File: src/rtl/tdmh_store.sv
// Heap entry memory: one write port, one registered read port.
// Holds a deadline and a tag per slot; depends on nothing.
module tdmh_store #(
    parameter int DEPTH = 64,
    parameter int TIME_BITS = 48,
    parameter int TAG_BITS = 16,
    localparam int AW = $clog2(DEPTH)
) (
    input  logic                 clk,
    input  logic                 we,
    input  logic [AW-1:0]        waddr,
    input  logic [TIME_BITS-1:0] wdl,
    input  logic [TAG_BITS-1:0]  wtag,
    input  logic [AW-1:0]        raddr,
    output logic [TIME_BITS-1:0] rdl,
    output logic [TAG_BITS-1:0]  rtag
);
    logic [TIME_BITS+TAG_BITS-1:0] mem [DEPTH];

    // Write and registered read
    always_ff @(posedge clk)
    begin
        if (we)
        begin
            mem[waddr] <= {wdl, wtag};
        end
        {rdl, rtag} <= mem[raddr];
    end
endmodule

File: config.mk
export PLATFORM = sky130hd
export DESIGN_NAME = tdmh_store
export DESIGN_NICKNAME = d
export VERILOG_FILES = /design/src/rtl/tdmh_store.sv
export SDC_FILE = /design/constraint.sdc
export NUM_CORES = 2
export LEC_CHECK = 0
export BUFFER_PORTS_ARGS = -buffer_cell sky130_fd_sc_hd__buf_2
export CELL_PAD_IN_SITES_DETAIL_PLACEMENT = 0
export CELL_PAD_IN_SITES_GLOBAL_PLACEMENT = 1
export CORE_MARGIN = 1
export CORE_UTILIZATION = 40
export CTS_CLUSTER_DIAMETER = 200
export DETAILED_ROUTE_END_ITERATION = 8
export HOLD_SLACK_MARGIN = 0.15
export PLACE_DENSITY = 0.68
export SKIP_LAST_GASP = 1
export SLEW_MARGIN = 40
export SYNTH_ARGS = -nofsm -noshare
export SYNTH_HDL_FRONTEND = slang
export SYNTH_SLANG_ARGS = --single-unit
File: constraint.sdc
create_clock -name clk -period 6.84 [get_ports clk]
set_clock_uncertainty 0.15 [all_clocks]
set_input_delay 0 -clock clk [delete_from_list [all_inputs] [get_ports clk]]
set_output_delay 0 -clock clk [all_outputs]
set_load 0.01 [all_outputs]
==> flow_summary.toml <==
[cts]
clock_latency_ps = 1010
cts_tree = "done"
cts_sinks = 4160
cts_inserted_buffers = 410
clkTransAtPathRegs_ps = 60
post_cts_resized = 0
htreeDepth = 5
cts_setup_buffers = 0
cts_root_buf = "clkbuf_16"
clockBufferDepth = 4

[floorplan]
start_util = 0.402
io_pins = 142
die-area_um2 = 393000
die_x_um = 627
placementRows = 229
coreArea_um2 = 389000
dieHeight_um = 627

[global_routing]
grt-ovfl-total = 0
antenna_found_initial = 24
grt_usage = 0.225
grt_pass1_vias = 77100
grt_max_degree = 130
grt_pass1_wl_um = 616000

[layout]
nets = 7317
design_area_um2 = 182000
layout_commonest_cell = "edfxtp_1"
syn_to_final_growth_pct = 16.2
final_cell_mix = "edfxtp_1 (4096), mux4_2 (1024), clkbuf_16 (414), buf_4 (192), a22oi_1 (168)"
drive_gt1_frac = 0.285

[run_status]
violations = "design-rule violations"
status = "finished, violations left"

[power_and_ir_drop]
netSwitchingFraction = 0.214
p_leak_uw = 0.0565
power_frac_comb = 0.049
max-vdd-ir-drop_uv = 225
power.share.clock = 0.420
p_sw_uw = 11500
powerDensity_nw_per_um2 = 294
internal-power_uw = 41900
pwr-share-seq = 0.531

[timing]
drv_slew = 0
layout_min_cycle_time_ps = 3740
slew_headroom = 0.375
finalHoldViolations = 0
setup-violations-final = 0
rsz0062_at_grt = "no"
tightest_slew_ps = 937
max_freq_ghz = 0.267
fin_crit_sh = 0.547
fin_tns_setup_ps = 0
holdWs_ps = 343

[critical_path]
worstPathCellList = "dlygate4sd3_1 -> buf_8 -> buf_16 -> buf_12 -> buf_16 -> mux4_2 -> o221ai_1 -> o22ai_1 -> dlygate4sd3_1 -> and3_1 -> dlygate4sd3_1"
crit_path_start_kind = "input pin"
required_ps = 7550
path_class = "in2reg"
cp.arrival_ps = 4450
slowest_stage = "mux4_2"
cpPeakStageDelay_ps = 590
crit_path_frequent_cell = "dlygate4sd3_1"
cp-end-kind = "flop"
crit_fanout = 86

[yosys]
synth_area_leaders = "edfxtp_1 (79%), mux4_2 (15%), mux2i_1 (0.86%), dfxtp_1 (0.82%), a22oi_1 (0.81%)"
syn-mean-instance-area_um2 = 23.7
yosysWarnings = 0
synth_top_area_frac = 0.787
synth_seq_cells = 4160
syn_inst = 6598
synth_nets = 6676
yosysTopAreaCell = "edfxtp_1"
syn_area_um2 = 156000
ys_types = 33
yosysSeqAreaShare = 0.795

[route]
wire_per_inst_um = 34.9
via_per_inst = 5.99
ant_nets = 0
drt_iter0_drc = 10800
num_vias = 76700
drc = 6
routed_wl_um = 447000
first_pass_iters = 7

[placement]
place.port_buffers = 141
gp_congestion = 0.803
place_hpwl_um = 238000
placed_area_um2 = 165000

[worst_hold_path]
hp-class = "in2reg"

[flow_run]
drv_cap = 0
[registers in the layout (all words and copies together) (netlist names)]
name  count
mem    4096
rtag     16
rdl      48
[cell usage after synthesis]
cell and count:
edfxtp_1 4096, mux4_2 1024, buf_2 170, a22oi_1 168, clkbuf_1 140, mux2i_1 135
nor2_1 112, a22o_1 88, o22ai_1 83, and3_1 64, dfxtp_1 64, a211oi_1 63
nand2_1 58, nand3_1 45, o221ai_1 38, buf_4 34, or3_1 29, nor2b_1 28
or2_2 28, a41oi_1 26, buf_1 20, a2bb2oi_1 19, inv_1 19, a31oi_1 18
nand2b_1 11, buf_6 6, and2_1 3, nand3b_1 2, nand4_1 2, nor3_1 2
a31o_1 1, nand4b_1 1, or3b_2 1
[layout make-up]
cell class,count,area (um^2)
Antenna cell,16,40.0
Clock buffer,531,11000
Clock inverter,234,2320
Fill cell,31700,207000
Inverter,19,71.3
Multi-Input combinational cell,2049,30800
Sequential cell,4160,124000
Tap cell,5197,6500
Timing Repair Buffer,599,6640
[metal layers]
layer  track usage  vias up  share of wire
met5             0        -              0
met4        0.0684        0          0.033
met3        0.0377      770          0.089
met2         0.369     4243           0.49
met1         0.309    41900           0.39
li1              -    29800              -
[final timing paths]
check	startpoint	endpoint	slack, ps	cells past startpoint
worst max-delay path	raddr[1]	rdl[18]$_DFF_P_	3100	11
worst min-delay path	waddr[1]	mem[54][61]$_DFFE_PP_	340	4
worst max register to register	mem[13][34]$_DFFE_PP_	rdl[18]$_DFF_P_	3880	7
worst min register to register	mem[63][14]$_DFFE_PP_	rtag[14]$_DFF_P_	700	4
[critical path: cells and delay by family]
kind,cells,cell delay (ps)
mux,1,590
buf+inv,7,3110
compound gates,2,440
simple gates,1,140
[power groups by stage]
| stage | registers (uW) | logic [uW] | clock network (uW) |
|---|---|---|---|
| after detailed placement | 28900 | 2420 | 0 |
| after global placement | 28900 | 2350 | 0 |
| final | 28400 | 2610 | 22400 |
| after CTS | 28400 | 2610 | 22700 |
| after global routing | 28400 | 2750 | 23600 |
| after floorplan | 28800 | 1310 | 0 |
[cell families (layout without fill, tap and decap cells)]
group	count (synthesis)	after routing	synth area share
flops	4160	4160	0.795
mux	1159	1159	0.156
compound gates	504	504	0.0248
buf+inv	389	1383	0.0118
simple gates	386	386	0.0124
other cells	0	16	0
[through the flow]
stage          utilization  setup slack [ps]  power, uW  instances
6_report             0.467              3100      53400      12800
5_1_grt              0.467              3050      54700      12800
4_1_cts              0.466              2600      53700      12800
3_5_place_dp         0.425              3150      31400      11800
3_3_place_gp         0.422              2960      31300      11800
2_1_floorplan            -              1250      30200       6598
[timing repair]
item | in CTS | in global routing
hold buffers | 204 | 8
endpoints found under the setup margin | 0 | 0
endpoints found under the hold margin | 5967 | 386
Note: power is estimated with default switching activity, not from simulation.
